===== src/hw/rtl/tmhs_pkg.sv =====
// Shared types and constants for the tracker module header sizer.
// No dependencies.
package tmhs_pkg;

    localparam logic [10:0] HDR_LEN    = 11'd1084;
    localparam logic [10:0] SMP_FIRST  = 11'h02a;
    localparam logic [10:0] SMP_LAST   = 11'h3af;
    localparam logic [10:0] SONG_OFF   = 11'h3b6;
    localparam logic [10:0] ORD_OFF    = 11'h3b8;
    localparam logic [10:0] ORD_LAST   = 11'h437;
    localparam logic [10:0] TAG_OFF    = 11'h438;
    localparam logic [10:0] TAG_LAST   = 11'h43b;

    // offset mod 30 of the high and low byte of each sample length word
    localparam logic [4:0]  SMP_STRIDE_LAST = 5'd29;
    localparam logic [4:0]  SMP_PHASE_HIGH  = 5'd12;
    localparam logic [4:0]  SMP_PHASE_LOW   = 5'd13;

    localparam logic [7:0]  TOP_LIMIT  = 8'd127;
    localparam logic [22:0] HDR_SPAN   = 23'h43b;
    localparam logic [24:0] MAX_LEN_RESET = 25'd1048576;

    localparam int unsigned NUM_TAGS = 8;
    localparam logic [31:0] TAG_IDS [NUM_TAGS] = '{
        32'h4D2E4B2E, 32'h4D214B21, 32'h3443484E, 32'h3643484E,
        32'h3843484E, 32'h464C5434, 32'h464C5438, 32'h4D264B21
    };
    localparam logic [3:0]  TAG_CHANS [NUM_TAGS] = '{
        4'd4, 4'd4, 4'd4, 4'd6, 4'd8, 4'd4, 4'd8, 4'd4
    };

    typedef enum logic [2:0] {
        STATUS_OK,
        STATUS_NO_TAG,
        STATUS_SAMPLES_LONG,
        STATUS_BAD_SONG_LEN,
        STATUS_PATTERN_RANGE,
        STATUS_PATTERNS_LONG,
        STATUS_MODULE_LONG
    } status_t;

    // header summary handed from front to back
    typedef struct packed {
        logic        found;
        logic [2:0]  fmt;
        logic [3:0]  chans;
        logic [21:0] sample_sum;
        logic [7:0]  song_len;
        logic [7:0]  top_pat;
        logic [23:0] start;
    } hdr_rec_t;

    typedef struct packed {
        status_t     status;
        logic [2:0]  fmt;
        logic [3:0]  chans;
        logic [21:0] sample_bytes;
        logic [7:0]  order_length;
        logic [7:0]  top_pattern;
        logic [23:0] module_start;
        logic [24:0] module_end;
    } result_t;

endpackage


===== src/hw/rtl/tracker_module_header_sizer.sv =====
// Tracker module header sizer: takes one header byte per cycle while not full.
// The result reaches the output ports after the byte at offset 0x43b is
// accepted, registered in the header queue and, after the length checks, in
// the result queue; a new 1084-byte header can start while results wait.
// Reset clears all accumulators, both queues and sets the length limit to
// 1048576; after reset a header starts at offset zero with start address 0.
module tracker_module_header_sizer #(
    parameter int unsigned QUEUE_DEPTH = 2
) (
    input  logic        clk,
    input  logic        rst_n,
    input  logic        push,
    output logic        full,
    input  logic [7:0]  header_byte,
    input  logic        first_byte,
    input  logic [23:0] base_address,
    input  logic        cfg_write_en,
    input  logic [24:0] cfg_write_data,
    input  logic        pop,
    output logic        empty,
    output logic [2:0]  status,
    output logic [2:0]  format_index,
    output logic [3:0]  channel_count,
    output logic [21:0] sample_bytes,
    output logic [7:0]  order_length,
    output logic [7:0]  top_pattern,
    output logic [23:0] module_start,
    output logic [24:0] module_end
);
    import tmhs_pkg::*;

    logic [24:0] max_len_reg;
    logic        rec_valid, rec_full, rec_empty, rec_pop;
    hdr_rec_t    rec_in, rec_head;
    logic        res_push, res_full;
    result_t     res_in, res_head;

    always_ff @(posedge clk or negedge rst_n)
    begin
        if (!rst_n)
            max_len_reg <= MAX_LEN_RESET;
        else if (cfg_write_en)
            max_len_reg <= cfg_write_data;
    end

    tmhs_front u_front (
        .clk          (clk),
        .rst_n        (rst_n),
        .push         (push),
        .full         (full),
        .header_byte  (header_byte),
        .first_byte   (first_byte),
        .base_address (base_address),
        .rec_valid    (rec_valid),
        .rec          (rec_in),
        .rec_full     (rec_full)
    );

    tmhs_fifo #(.item_t(hdr_rec_t), .DEPTH(QUEUE_DEPTH)) u_rec_queue (
        .clk   (clk),
        .rst_n (rst_n),
        .push  (rec_valid),
        .wdata (rec_in),
        .full  (rec_full),
        .pop   (rec_pop),
        .rdata (rec_head),
        .empty (rec_empty)
    );

    tmhs_back u_back (
        .rec_empty (rec_empty),
        .rec       (rec_head),
        .rec_pop   (rec_pop),
        .max_len   (max_len_reg),
        .res_push  (res_push),
        .res       (res_in),
        .res_full  (res_full)
    );

    tmhs_fifo #(.item_t(result_t), .DEPTH(QUEUE_DEPTH)) u_res_queue (
        .clk   (clk),
        .rst_n (rst_n),
        .push  (res_push),
        .wdata (res_in),
        .full  (res_full),
        .pop   (pop),
        .rdata (res_head),
        .empty (empty)
    );

    assign status        = res_head.status;
    assign format_index  = res_head.fmt;
    assign channel_count = res_head.chans;
    assign sample_bytes  = res_head.sample_bytes;
    assign order_length  = res_head.order_length;
    assign top_pattern   = res_head.top_pattern;
    assign module_start  = res_head.module_start;
    assign module_end    = res_head.module_end;

endmodule


===== src/hw/rtl/tmhs_fifo.sv =====
// Small first-in first-out queue of any packed type.
// No package dependency.
module tmhs_fifo #(
    parameter type item_t = logic,
    parameter int unsigned DEPTH = 2
) (
    input  logic  clk,
    input  logic  rst_n,
    input  logic  push,
    input  item_t wdata,
    output logic  full,
    input  logic  pop,
    output item_t rdata,
    output logic  empty
);
    localparam int unsigned PTR_W = (DEPTH > 1) ? $clog2(DEPTH) : 1;
    localparam int unsigned CNT_W = $clog2(DEPTH + 1);

    item_t             mem [DEPTH];
    logic [PTR_W-1:0]  wr_ptr_reg, wr_ptr_next;
    logic [PTR_W-1:0]  rd_ptr_reg, rd_ptr_next;
    logic [CNT_W-1:0]  count_reg, count_next;
    logic              do_push, do_pop;

    assign full    = (count_reg == CNT_W'(DEPTH));
    assign empty   = (count_reg == '0);
    assign do_push = push && !full;
    assign do_pop  = pop && !empty;
    assign rdata   = mem[rd_ptr_reg];

    always_comb
    begin
        wr_ptr_next = wr_ptr_reg;
        rd_ptr_next = rd_ptr_reg;
        count_next  = count_reg;
        if (do_push)
        begin
            wr_ptr_next = (wr_ptr_reg == PTR_W'(DEPTH - 1)) ? '0 : wr_ptr_reg + 1'b1;
        end
        if (do_pop)
        begin
            rd_ptr_next = (rd_ptr_reg == PTR_W'(DEPTH - 1)) ? '0 : rd_ptr_reg + 1'b1;
        end
        if (do_push && !do_pop)
        begin
            count_next = count_reg + 1'b1;
        end
        else if (do_pop && !do_push)
        begin
            count_next = count_reg - 1'b1;
        end
    end

    always_ff @(posedge clk or negedge rst_n)
    begin
        if (!rst_n)
        begin
            wr_ptr_reg <= '0;
            rd_ptr_reg <= '0;
            count_reg  <= '0;
        end
        else
        begin
            wr_ptr_reg <= wr_ptr_next;
            rd_ptr_reg <= rd_ptr_next;
            count_reg  <= count_next;
        end
    end

    always_ff @(posedge clk)
    begin
        if (do_push)
        begin
            mem[wr_ptr_reg] <= wdata;
        end
    end

endmodule


===== src/hw/rtl/tmhs_front.sv =====
// Front end: takes header bytes one per cycle while rec_full is low, keeps
// running accumulators and matches the tag. Depends on tmhs_pkg.
module tmhs_front (
    input  logic              clk,
    input  logic              rst_n,
    input  logic              push,
    output logic              full,
    input  logic [7:0]        header_byte,
    input  logic              first_byte,
    input  logic [23:0]       base_address,
    output logic              rec_valid,
    output tmhs_pkg::hdr_rec_t rec,
    input  logic              rec_full
);
    import tmhs_pkg::*;

    logic [10:0] offset_reg, offset_next, off_eff;
    logic [4:0]  phase_reg, phase_next, phase_eff;
    logic [21:0] sum_reg, sum_next, sum_eff;
    logic [7:0]  len_hi_reg, len_hi_next, len_hi_eff;
    logic [7:0]  song_reg, song_next, song_eff;
    logic [7:0]  top_reg, top_next, top_eff;
    logic [23:0] tag_reg, tag_next, tag_eff;
    logic [23:0] start_reg, start_next, start_eff;
    logic        accept, active;
    logic [6:0]  ord_idx;
    logic [31:0] tag_word;
    logic        found;
    logic [2:0]  fmt;
    logic [3:0]  chans;

    assign full   = rec_full;
    assign accept = push && !rec_full;

    // a first byte clears the header before it is processed
    assign off_eff    = first_byte ? '0 : offset_reg;
    assign phase_eff  = first_byte ? '0 : phase_reg;
    assign sum_eff    = first_byte ? '0 : sum_reg;
    assign len_hi_eff = first_byte ? '0 : len_hi_reg;
    assign song_eff   = first_byte ? '0 : song_reg;
    assign top_eff    = first_byte ? '0 : top_reg;
    assign tag_eff    = first_byte ? '0 : tag_reg;
    assign start_eff  = first_byte ? base_address : start_reg;

    assign active   = accept && (off_eff != HDR_LEN);
    assign ord_idx  = 7'(off_eff - ORD_OFF);
    assign tag_word = {tag_eff, header_byte};

    always_comb
    begin
        found = 1'b0;
        fmt   = '0;
        chans = '0;
        // descending scan so the first table entry wins
        for (int t = NUM_TAGS - 1; t >= 0; t--)
        begin
            if (tag_word == TAG_IDS[t])
            begin
                found = 1'b1;
                fmt   = 3'(t);
                chans = TAG_CHANS[t];
            end
        end
    end

    always_comb
    begin
        offset_next = offset_reg;
        phase_next  = phase_reg;
        sum_next    = sum_reg;
        len_hi_next = len_hi_reg;
        song_next   = song_reg;
        top_next    = top_reg;
        tag_next    = tag_reg;
        start_next  = start_reg;
        if (accept)
        begin
            offset_next = off_eff;
            phase_next  = phase_eff;
            sum_next    = sum_eff;
            len_hi_next = len_hi_eff;
            song_next   = song_eff;
            top_next    = top_eff;
            tag_next    = tag_eff;
            start_next  = start_eff;
        end
        if (active)
        begin
            offset_next = off_eff + 1'b1;
            phase_next  = (phase_eff == SMP_STRIDE_LAST) ? '0 : phase_eff + 1'b1;
            if (off_eff >= SMP_FIRST && off_eff <= SMP_LAST)
            begin
                if (phase_eff == SMP_PHASE_HIGH)
                begin
                    len_hi_next = header_byte;
                end
                else if (phase_eff == SMP_PHASE_LOW)
                begin
                    sum_next = sum_eff + 22'({len_hi_eff, header_byte, 1'b0});
                end
            end
            if (off_eff == SONG_OFF)
            begin
                song_next = header_byte;
            end
            if (off_eff >= ORD_OFF && off_eff <= ORD_LAST
                && {1'b0, ord_idx} < song_eff && header_byte > top_eff)
            begin
                top_next = header_byte;
            end
            if (off_eff >= TAG_OFF && off_eff < TAG_LAST)
            begin
                tag_next = {tag_eff[15:0], header_byte};
            end
        end
    end

    assign rec_valid      = active && (off_eff == TAG_LAST);
    assign rec.found      = found;
    assign rec.fmt        = fmt;
    assign rec.chans      = chans;
    assign rec.sample_sum = sum_eff;
    assign rec.song_len   = song_eff;
    assign rec.top_pat    = top_eff;
    assign rec.start      = start_eff;

    always_ff @(posedge clk or negedge rst_n)
    begin
        if (!rst_n)
        begin
            offset_reg <= '0;
            phase_reg  <= '0;
            sum_reg    <= '0;
            len_hi_reg <= '0;
            song_reg   <= '0;
            top_reg    <= '0;
            tag_reg    <= '0;
            start_reg  <= '0;
        end
        else
        begin
            offset_reg <= offset_next;
            phase_reg  <= phase_next;
            sum_reg    <= sum_next;
            len_hi_reg <= len_hi_next;
            song_reg   <= song_next;
            top_reg    <= top_next;
            tag_reg    <= tag_next;
            start_reg  <= start_next;
        end
    end

endmodule


===== src/hw/rtl/tmhs_back.sv =====
// Back end: sizes the patterns, runs the length checks and forms the result.
// Depends on tmhs_pkg.
module tmhs_back (
    input  logic                 rec_empty,
    input  tmhs_pkg::hdr_rec_t   rec,
    output logic                 rec_pop,
    input  logic [24:0]          max_len,
    output logic                 res_push,
    output tmhs_pkg::result_t    res,
    input  logic                 res_full
);
    import tmhs_pkg::*;

    logic [8:0]  pat_rows;
    logic [12:0] pat_units;
    logic [20:0] pat_bytes;
    logic [22:0] total;
    status_t     status;

    assign rec_pop  = !rec_empty && !res_full;
    assign res_push = rec_pop;

    assign pat_rows  = {1'b0, rec.top_pat} + 9'd1;
    assign pat_units = 13'(pat_rows) * 13'(rec.chans);
    assign pat_bytes = {pat_units, 8'h00};
    assign total     = 23'(rec.sample_sum) + 23'(pat_bytes) + HDR_SPAN;

    always_comb
    begin
        if (!rec.found)
            status = STATUS_NO_TAG;
        else if (25'(rec.sample_sum) > max_len)
            status = STATUS_SAMPLES_LONG;
        else if (rec.song_len == '0 || 25'(rec.song_len) > max_len)
            status = STATUS_BAD_SONG_LEN;
        else if (rec.top_pat > TOP_LIMIT)
            status = STATUS_PATTERN_RANGE;
        else if (25'(pat_bytes) > max_len)
            status = STATUS_PATTERNS_LONG;
        else if (25'(total) >= max_len)
            status = STATUS_MODULE_LONG;
        else
            status = STATUS_OK;
    end

    assign res.status       = status;
    assign res.fmt          = rec.fmt;
    assign res.chans        = rec.chans;
    assign res.sample_bytes = rec.sample_sum;
    assign res.order_length = rec.song_len;
    assign res.top_pattern  = rec.top_pat;
    assign res.module_start = rec.start;
    assign res.module_end   = (status == STATUS_OK || status == STATUS_MODULE_LONG)
                              ? 25'(rec.start) + 25'(total) : '0;

endmodule


===== config.mk =====
export PLATFORM = sky130hd
export DESIGN_NAME = tracker_module_header_sizer
export DESIGN_NICKNAME = d
export VERILOG_FILES = /design/src/hw/rtl/tmhs_pkg.sv /design/src/hw/rtl/tracker_module_header_sizer.sv /design/src/hw/rtl/tmhs_fifo.sv /design/src/hw/rtl/tmhs_front.sv /design/src/hw/rtl/tmhs_back.sv
export SDC_FILE = /design/constraint.sdc
export NUM_CORES = 1
export LEC_CHECK = 0
export BUFFER_PORTS_ARGS = -buffer_cell sky130_fd_sc_hd__clkbuf_2
export CAP_MARGIN = 20
export CORE_ASPECT_RATIO = 0.7
export CORE_MARGIN = 5
export CORE_UTILIZATION = 40
export DETAILED_ROUTE_END_ITERATION = 8
export HOLD_SLACK_MARGIN = 0.05
export PLACE_DENSITY = 0.66
export SYNTH_ARGS = -nofsm -noshare
export SYNTH_HDL_FRONTEND = slang
export SYNTH_SLANG_ARGS = --single-unit

===== constraint.sdc =====
create_clock -name clk -period 22.7 [get_ports clk]
set_clock_uncertainty 0.15 [all_clocks]
set_input_delay 4.54 -clock clk [delete_from_list [all_inputs] [get_ports clk]]
set_output_delay 4.54 -clock clk [all_outputs]
set_load 0.005 [all_outputs]

* Word level (Yosys, flattened, before mapping)
Memory sizes are Yosys's and may differ from the RTL's.
Cells that the tools add are included.
** Storage, ports and cells
- Register bits after elaboration :: 143
- RAM bits :: 334
- Input port bits :: 63
- Output and inout bits :: 99
- Logic and storage cells :: 172
- Memories :: 2
** Cells by class
- $add $sub $neg :: 16
- $mul :: 1
- $lt $le $gt $ge :: 13
- Equal/unequal tests :: 17
- Mux-type cells :: 74
- Reductions and logical operators :: 34
** Memories
- u_res_queue.mem :: words 2, width 97, rd ports 1, clocked after Yosys merged registers in 0, wr ports 1, RTL line tmhs_fifo.sv:19 : item_t mem [DEPTH];
- u_rec_queue.mem :: words 2, width 70, rd ports 1, clocked after Yosys merged registers in 0, wr ports 1, RTL line tmhs_fifo.sv:19
** Operator list (count)
- $eq 32x31->1 const B :: 5
- $mux 22 :: 6
- $mux 24 :: 5
- $mux 8 :: 13
- $eq 32x30->1 const B :: 3
- $mux 3 :: 15
- $mux 11 :: 3
- $mux 4 :: 7
- $add 24x23->25 :: 1
- $ge 23x25->1 :: 1
- $gt 21x25->1 :: 1
- $gt 22x25->1 :: 1
- $gt 8x25->1 :: 1
- $mux 25 :: 1
- $add 22x21->23 :: 1
- $add 23x11->23 const B :: 1
- $add 22x17->22 :: 1
- $mux 5 :: 4
- $logic_and 1x1->1 :: 17
- $mux 1 :: 16
- $mul 9x4->13 :: 1
- $add 11x1->11 const B :: 1
- $eq 11x10->1 const B :: 1
- $eq 11x11->1 const B :: 1
- 27 further kinds :: 48

* Logic depth before layout (Yosys ltp)
Gate-level depths: netlist of the first run.
An unclocked memory read counts as a cell.
- Depth after elaboration :: 15
- Mapped depth :: 32
- Depth with buffers taken out :: 30

* Cells and area by module
From an unflattened synthesis of the first run, not the netlist that was laid out.
** Second synthesis, totals
- Cells, all modules :: 2213
- Area, all modules :: 26689.3 um2
** Modules (own cells, without submodules)
- tmhs_fifo (u_res_queue) :: instances 1, cells an instance 321, area an instance 7269.5 um2
- tmhs_front :: instances 1, cells an instance 850, area an instance 7123.1 um2
- tmhs_back :: instances 1, cells an instance 752, area an instance 5662.9 um2
- tmhs_fifo (u_rec_queue) :: instances 1, cells an instance 237, area an instance 5599.1 um2
- tracker_module_header_sizer :: instances 1, cells an instance 53, area an instance 1034.7 um2

* Worst setup path after synthesis of the first run
No wires, ideal clock.
- Path type :: input to register
- From :: input port first_byte
- To :: memory u_rec_queue.mem[0][0] in the netlist's numbering (enable)
- Arrival time :: 12.755 ns
- Required time :: 21.883 ns
- Slack :: 9.129 ns
- Stages :: 9
- Buffers on the path :: 3
- Cell sequence :: clkinv_1 clkbuf_1 buf_1 nand2_1 ha_1 a41oi_1 buf_2 nand2_1 nor4_1
** On the way
- Cells in the longest elaborated chain, start to end :: 7
- Elaborated cells between the ends (all ways) :: 8
** Ends and longest elaborated chain
- from (decl) :: RTL line tracker_module_header_sizer.sv:15 : input logic first_byte,
- $mux 11 (*) :: RTL line tmhs_front.sv:36 : assign off_eff = first_byte ? '0 : offset_reg;
- $ne 11x11->1 :: RTL line tmhs_front.sv:45 : assign active = accept && (off_eff != HDR_LEN);
- $logic_and 1x1->1 :: RTL line tmhs_front.sv:45
- $logic_and 1x1->1 (*) :: RTL line tmhs_front.sv:118 : assign rec_valid = active && (off_eff == TAG_LAST);
- $logic_and 1x1->1 (*) :: RTL line tmhs_fifo.sv:27 : assign do_push = push && !full;
- $mux 1 (*) :: RTL line tmhs_fifo.sv:72 : if (do_push)
- $mux 1 (implied by the code) (*) :: RTL line tmhs_fifo.sv:74 : mem[wr_ptr_reg] <= wdata;
- to (decl) :: RTL line tmhs_fifo.sv:19
Mark *: on every way between the ends. The rest lies on a longest branch, timed or not.

==> results.json, run 1 <==
{
  "combPwrFrac": 0.261,
  "worst_ep_arrival_time_ns": 8.18,
  "rsz0062_at_grt": "false",
  "netlist.top_cell.by_area": "edfxtp_1",
  "max_stage_delay_ns": 0.83,
  "num_io_pins": 162,
  "hpwl_um": 45260,
  "cp.depth": 29,
  "tightestPinTransition_ns": 1.040,
  "grt_pass1_wl_um": 96000,
  "overflow": 0,
  "internal-power_mw": 1.876,
  "cts_tree": "built",
  "setup.worst_path.class": "register to register",
  "worst-path-buf-inv": 0,
  "ys_seq_area_frac": 0.5489,
  "slowest_stage": "dfrtp_4",
  "synth_edf_count": 330,
  "hold_viol_final": 0,
  "synth_area_leaders": "edfxtp_1 (40%), dfrtp_1 (14%), ha_1 (9.1%)",
  "seq_power_share": 0.453,
  "clock-root-buffer": "clkbuf_16",
  "clk_latency_ns": 0.57,
  "ir_worst_vdd_mv": 0.09952,
  "rows": 76,
  "switchingPower_mw": 0.8140,
  "worstHoldPathType": "register to register",
  "final.period_utilization": 0.3545,
  "yosys-top-cells-count": "edfxtp_1 (330), mux2_2 (196), ha_1 (179)",
  "nets": 2411,
  "place_congestion": 0.9096,
  "syn_inst": 1998,
  "hold_ws_ns": 0.3247,
  "power_density_nw_per_um2": 96.64,
  "end_kind": "register",
  "finalSetupTns_ns": 0,
  "area_growth_pct": 13.24,
  "synth_cell_types": 82,
  "synth.avg_cell_area_um2": 12.30,
  "post-synth-top-count-cell": "edfxtp_1",
  "post_cts_buffers": 0,
  "dr_total_vias": 16350,
  "drive_above_1_share": 0.2146,
  "ctsResizeCount": 0,
  "crit_family": "adder cells",
  "grt_pass1_vias": 16370,
  "setup_violations": 0,
  "die_w_um": 306.3,
  "async_reset_ff_frac": 0.3023,
  "die_y_um": 217.4,
  "synth_top_cell_area_share": 0.4032,
  "reg2regPathDepth": 29,
  "core_area_um2": 61140,
  "via_per_inst": 5.424,
  "slew-limit-headroom": 0.2975,
  "outcome": "finished, final reports clean",
  "clkPwrFrac": 0.287,
  "hold_path_depth": 1,
  "yosys_warnings": 0,
  "antenna_found_initial": 0,
  "wl_per_cell_um": 20.56,
  "totalWireLength_um": 61990,
  "finalPower_mw": 2.690,
  "syn-num-nets": 2251,
  "start_util": 0.4019,
  "htreeDepth": 2,
  "drv_slew": 0,
  "grt_usage": 0.1832,
  "cts_hold_buffers": 0,
  "largest_reg_flops": 192,
  "io_buffers": 160,
  "drc": 0,
  "worst-path-max-fanout": 36,
  "drv_cap": 0,
  "p_leak_nw": 11.12,
  "synth.cell_area_um2": 24570,
  "clock_path_buffers": 3,
  "die_area_um2": 66570,
  "drtIter0Drc": 1329,
  "cts_made_buffers": 46,
  "cp.required_ns": 22.83,
  "ys_ff_latch": 473,
  "p_sw_frac": 0.3026,
  "drt_pass1_iterations": 5,
  "grt_start_max_net_pins": 76,
  "ant_nets": 0,
  "clock-sinks": 473,
  "synthFlopType": "edfxtp_1",
  "clkSlewWorstSetupHoldPaths_ns": 0.06,
  "finalCriticalPeriod_ns": 8.048,
  "startpoint_type": "register",
  "fmax_ghz": 0.1243
}
## per-layer routing
metal  up-vias  part of all wire  GRT usage
li1       7671                 -          -
met1      8115              0.48     0.2748
met2       478              0.43     0.2735
met3        90             0.066    0.03833
met4         0             0.021    0.04417
met5         -                 0          0
## cell families (layout without fill, tap and decap cells)
kind of cell | after synthesis | in the layout | share of synthesized area
AND/OR/NAND/NOR | 510 | 510 | 0.1043
flip-flops | 473 | 473 | 0.5489
AO/OA/AOI/OAI | 329 | 329 | 0.08421
multiplexers | 234 | 234 | 0.1053
adder cells (fa/ha/maj) | 190 | 190 | 0.1001
buffers and inverters | 182 | 379 | 0.02887
XOR/XNOR | 79 | 79 | 0.02816
other | 1 | 2 | 0.0001526
## cell type report
type / count / area (um2)
diodes: 1 / 2.502
clock buffers: 61 / 1320
clock inverters: 24 / 207.7
fillers: 5459 / 33310
inverters: 118 / 442.9
multi-input cells: 1343 / 10400
flip-flops and latches: 473 / 13500
well taps: 819 / 1025
repair buffers: 176 / 937.1
## through the flow
stage | area [um2] | util | worst slack (ns) | cells
6_report | 27830 | 0.4551 | 14.65 | 3015
4_1_cts | 27810 | 0.4549 | 14.72 | 3013
3_3_place_gp | 26280 | 0.4299 | 14.25 | 2928
3_5_place_dp | 26280 | 0.4299 | 14.18 | 2928
2_1_floorplan | 24570 | - | 9.129 | 1998
5_1_grt | 27830 | 0.4551 | 13.93 | 3014
## cells in the final DEF, fill, tap and decap left out, types with 8 or more instances in the layout
master / count
edfxtp_1: 330
mux2_2: 196
ha_1: 179
clkbuf_2: 158
dfrtp_1: 140
nand2_1: 135
o21ai_0: 124
inv_1: 116
nor2_1: 100
nand3_1: 79
a21oi_1: 66
nor2b_1: 49
clkbuf_16: 48
xnor2_1: 47
a21o_1: 39
mux2i_1: 38
nor3_1: 34
xor2_1: 32
nand4_1: 27
o21a_1: 16
nand2b_1: 16
buf_4: 16
a211oi_1: 12
fa_1: 11
o21bai_1: 10
nor4_1: 10
clkinv_1: 9
and2_1: 9
and3_1: 8
## power groups by stage
stage                     Sequential (mW)  Combinational [mW]  Clock (mW)
final                                1.22               0.702       0.771
after global routing                 1.23               0.769       0.828
after CTS                            1.22               0.714       0.788
after detailed placement             1.24               0.710           0
after global placement               1.23               0.698           0
after floorplan                      1.20               0.477           0
## worst paths after layout
kind	endpoint	start	slack (ns)
setup / recovery	u_res_queue.mem[1][24]	u_rec_queue.rd_ptr_reg	14.65
hold / removal	u_front.phase_reg[0]	u_front.phase_reg[0]	0.32
setup reg to reg	u_res_queue.mem[1][24]	u_rec_queue.rd_ptr_reg	14.65
hold reg to reg	u_front.phase_reg[0]	u_front.phase_reg[0]	0.32
max in group asynchronous	u_rec_queue.rd_ptr_reg	rst_n	16.88
min in group asynchronous	u_front.tag_reg[20]	rst_n	3.87
No activity file was read; power rests on OpenSTA's default activity.
==> inputs of run 2 (changes only) <==
- PLACE_DENSITY: 0.66 -> 0.68
- clock period: 22.7 -> 7.2 ns (I/O delays scaled with it)
==> run 2 against run 1 <==
Clock power grew to 3.2 times the previous value; hold slack improved by 0.013 ns; power grew to 3.2 times the previous value; clock-buffer cell count rose by 6; sequential power rose to 3.1 times the previous value; flip-flop and latch count is the same; cell count grew 0.46%; critical endpoint is now u_res_queue.mem[1][95].
==> results.json, run 2 (same netlist as run 1, synthesis figures left out) <==
{
  "outcome": "finished, final reports clean",
  "crit_start": "u_rec_queue.rd_ptr_reg",
  "cpMostUsedCell": "ha_1",
  "drive_above_1_share": 0.2313,
  "cp.required_ns": 7.39,
  "r2r-start": "u_rec_queue.rd_ptr_reg",
  "fin_ws_ns": 0.3831,
  "drt_pass1_iterations": 5,
  "worst-path-max-fanout": 7,
  "hold_ws_ns": 0.3381,
  "ir_worst_vdd_mv": 0.2027,
  "slew-limit-headroom": 0.2401,
  "clock-root-buffer": "clkbuf_16",
  "die_w_um": 306.3,
  "slowest_stage": "dfrtp_4",
  "antenna_found_initial": 2,
  "setup.worst_path.class": "register to register",
  "place_congestion": 0.9086,
  "io_buffers": 160,
  "p_leak_nw": 11.25,
  "htreeDepth": 2,
  "dr_total_vias": 16400,
  "drtIter0Drc": 1387,
  "clock_path_buffers": 3,
  "overflow": 0,
  "setup_violations": 0,
  "core_area_um2": 61140,
  "dp_slack_ns": -0.08362,
  "die_area_um2": 66570,
  "reg2reg_to": "u_res_queue.mem[1][95]",
  "worstHoldPathType": "register to register",
  "die_y_um": 217.4,
  "cts_made_buffers": 48,
  "final_common_cell": "edfxtp_1",
  "largest_reg_flops": 192,
  "totalWireLength_um": 61930,
  "cts_tree": "built",
  "drc": 0,
  "hpwl_um": 43920,
  "clkSlewWorstSetupHoldPaths_ns": 0.07,
  "area_growth_pct": 14.44,
  "start_util": 0.4019,
  "drv_slew": 0,
  "fmax_ghz": 0.1467,
  "grt_usage": 0.1815,
  "grt_pass1_wl_um": 94940,
  "clk_latency_ns": 0.59,
  "worst_ep_arrival_time_ns": 7.01,
  "nets": 2423,
  "via_per_inst": 5.415,
  "finalCriticalPeriod_ns": 6.817,
  "worst-r2r-setup-slack_ns": 0.38,
  "cts_hold_buffers": 0,
  "grt_start_max_net_pins": 90,
  "max_stage_delay_ns": 0.53,
  "wl_per_cell_um": 20.45,
  "clock-sinks": 473,
  "hold_viol_final": 0,
  "power_density_nw_per_um2": 305.7,
  "ant_nets": 0,
  "grt_pass1_vias": 16020,
  "tightestPinTransition_ns": 1.140,
  "end_kind": "register",
  "rows": 76,
  "final_cell_mix": "edfxtp_1 (330), mux2_2 (196), ha_1 (177)",
  "num_io_pins": 162,
  "final.period_utilization": 0.9468,
  "drv_cap": 0,
  "reg2regPathDepth": 32,
  "startpoint_type": "register",
  "endpoint": "u_res_queue.mem[1][95]"
}
-- run 2: report_power, final --
group	internal, mW	total [mW]	switching [mW]
sequential	3.57	3.80	0.230
combinational	0.967	2.30	1.33
clock	1.43	2.50	1.07
-- run 2: worst min-delay path by stage --
stage,startpoint,to,slack (ns),depth (start not counted)
finish,u_front.sum_reg[21],u_front.sum_reg[21],0.34,1
detailed placement,u_front.phase_reg[0],u_front.phase_reg[0],0.31,1
global placement,u_front.phase_reg[0],u_front.phase_reg[0],0.31,1
global route,u_front.phase_reg[0],u_front.phase_reg[0],0.35,1
CTS,u_front.phase_reg[0],u_front.phase_reg[0],0.33,1
floorplan,u_front.sum_reg[21],u_front.sum_reg[21],0.29,1
-- run 2: metrics by stage --
| stage | power, mW | std cells | setup TNS [ns] | area [um2] | utilization |
|---|---|---|---|---|---|
| 2_1_floorplan | 5.294 | 1998 | 0 | 24590 | - |
| 3_5_place_dp | 6.164 | 2936 | -0.1672 | 26350 | 0.4310 |
| 6_report | 8.597 | 3029 | 0 | 28120 | 0.4600 |
| 3_3_place_gp | 6.096 | 2936 | 0 | 26350 | 0.4310 |
| 5_1_grt | 9.044 | 3028 | -0.4033 | 28120 | 0.4599 |
| 4_1_cts | 8.686 | 3025 | 0 | 27940 | 0.4570 |
-- run 2: what timing repair did --
item / in CTS / in global routing
resized for setup: 2 / 27
setup endpoints to repair: 2 / 20
setup buffers: 0 / 1
gates cloned: 0 / 0
pin swaps: 0 / 1
-- run 2: area by class of cell --
class / instances / area [um2]
Multi-Input combinational cell: 1343 / 10540
Timing Repair Buffer: 186 / 1025
Fill cell: 5393 / 33020
Tap cell: 819 / 1025
Clock inverter: 22 / 161.4
Clock buffer: 67 / 1428
Antenna cell: 1 / 2.502
Sequential cell: 473 / 13500
Inverter: 118 / 442.9
-- run 2: layer usage --
metal	wire, um	vias to the layer above	track usage
met2	27980	491	0.2788
met1	29370	8146	0.2745
met3	3430	73	0.02568
met4	1153	0	0.04190
met5	0	-	0
li1	-	7692	-
-- run 2: critical path: cells and delay by family, from the launching register on --
kind	cells	cell delay, ns
simple gates	9	1.37
buf+inv	3	0.38
flops	1	0.53
mux	1	0.15
compound gates	11	1.67
xor+xnor	2	0.36
fa+ha+maj	6	1.99
==> inputs of run 3 (changes only) <==
- CORE_UTILIZATION: 40 -> 30
- PLACE_DENSITY: 0.68 -> 0.56
==> run 3 against run 2 <==
Final area rose by 1.2%; clock power fell by 2%; clock-buffer cell count rose by 1; sequential power barely moved; non-clock buffer count rose by 9; via count fell by 0.51%; critical endpoint unchanged; largest cell class unchanged.
==> results.json, run 3 (same netlist as run 1, synthesis figures left out) <==
{
  "outcome": "finished, final reports clean",
  "drive_above_1_share": 0.2304,
  "core_area_um2": 80880,
  "reg2reg_to": "u_res_queue.mem[1][95]",
  "die_area_um2": 87830,
  "r2r-start": "u_rec_queue.rd_ptr_reg",
  "startpoint_type": "register",
  "crit_start": "u_rec_queue.rd_ptr_reg",
  "grt_pass1_wl_um": 98650,
  "grt_pass1_vias": 16250,
  "start_util": 0.3038,
  "endpoint": "u_res_queue.mem[1][95]",
  "via_per_inst": 4.969,
  "finalInstanceArea_um2": 28460,
  "num_io_pins": 162,
  "rows": 87,
  "slowest_stage": "dfrtp_4",
  "drtIter0Drc": 1320,
  "antenna_found_initial": 4,
  "clkSlewWorstSetupHoldPaths_ns": 0.06,
  "largest_reg_flops": 192,
  "final_common_cell": "edfxtp_1",
  "die_y_um": 249.5,
  "nets": 2431,
  "io_buffers": 160,
  "totalWireLength_um": 64970,
  "setup_violations": 0,
  "wl_per_cell_um": 19.79,
  "dp_slack_ns": -0.01330,
  "overflow": 0,
  "grt_start_max_net_pins": 90,
  "clock-root-buffer": "clkbuf_16",
  "cts_made_buffers": 47,
  "placedInstanceArea_um2": 26770,
  "worstHoldPathType": "register to register",
  "worst-path-max-fanout": 4,
  "reg2regPathDepth": 28,
  "cts_tree": "built",
  "htreeDepth": 2,
  "power_density_nw_per_um2": 302.8,
  "die_w_um": 352.1,
  "end_kind": "register",
  "slew-limit-headroom": 0.2692,
  "drv_slew": 0,
  "area_growth_pct": 15.83,
  "cts_hold_buffers": 0,
  "grt_usage": 0.1439,
  "dr_total_vias": 16320,
  "ant_nets": 0,
  "cp.required_ns": 7.38,
  "p_leak_nw": 11.26,
  "tightestPinTransition_ns": 1.088,
  "max_stage_delay_ns": 0.50,
  "final_cell_mix": "edfxtp_1 (330), mux2_2 (196), ha_1 (178)",
  "drc": 0,
  "setup.worst_path.class": "register to register",
  "clock_path_buffers": 3,
  "final_core_util": 0.3519,
  "finalPower_mw": 8.618,
  "hpwl_um": 47620,
  "fmax_ghz": 0.1452,
  "worst-r2r-setup-slack_ns": 0.31,
  "fin_ws_ns": 0.3123,
  "clock-sinks": 473,
  "drv_cap": 0,
  "worst_ep_arrival_time_ns": 7.07,
  "nFillCells": 7885,
  "finalCriticalPeriod_ns": 6.888,
  "drt_pass1_iterations": 5,
  "place_congestion": 0.8563,
  "ir_worst_vdd_mv": 0.2376,
  "clk_latency_ns": 0.59,
  "hold_viol_final": 0,
  "final.period_utilization": 0.9566,
  "cpMostUsedCell": "ha_1"
}
==> run 3: worst min-delay path by stage <==
stage                              start              endpoint  slack [ns]  cells after the start
floorplan            u_front.sum_reg[21]   u_front.sum_reg[21]        0.29                      1
global placement     u_front.sum_reg[21]   u_front.sum_reg[21]        0.31                      1
detailed placement  u_front.phase_reg[0]  u_front.phase_reg[0]        0.32                      1
CTS                 u_front.phase_reg[0]  u_front.phase_reg[0]        0.33                      1
global route        u_front.phase_reg[0]  u_front.phase_reg[0]        0.36                      1
finish              u_front.phase_reg[0]  u_front.phase_reg[0]        0.32                      1
==> run 3: what timing repair did <==
action	CTS	global route
setup buffers	0	2
hold endpoints to repair	0	0
endpoints found under the setup margin	2	16
resized for setup	2	27
pin swaps	0	7
==> run 3: routing by layer <==
layer  vias up  track usage  part of all wire
li1       7694            -                 -
met2       410       0.2175              0.44
met3        63      0.03095             0.063
met5         -            0                 0
met1      8152       0.2112              0.48
met4         0      0.03327             0.015
==> run 3: per-stage QoR <==
step / instances / hold slack (ns) / TNS (ns)
after CTS: 3279 / 0.3270 / 0
after floorplan: 1998 / 0.2872 / 0
after global routing: 3284 / 0.3573 / -0.07047
after global placement: 3194 / 0.3069 / 0
after detailed placement: 3194 / 0.3185 / -0.02659
final: 3284 / 0.3228 / 0
==> run 3: worst max-delay path, delay by kind of cell, from the launching register on <==
kind	cells	cell delay, ns
compound gates	11	1.85
xor+xnor	3	0.64
fa+ha+maj	6	2.02
flops	1	0.50
mux	1	0.32
simple gates	7	1.15
==> run 3: power breakdown <==
group	internal [mW]	switching [mW]	total [mW]
sequential	3.57	0.214	3.78
clock	1.40	1.05	2.46
combinational	0.978	1.40	2.38
==> run 3: layout make-up <==
cell class              instances  area [um2]  area share
clock buffers                  68        1378     0.04840
flip-flops and latches        473       13500      0.4742
repair buffers                195        1117     0.03925
well taps                    1068        1336     0.04694
multi-input cells            1343       10540      0.3702
clock inverters                17       152.6    0.005363
inverters                     118       442.9     0.01556
diodes                          2       5.005   0.0001758
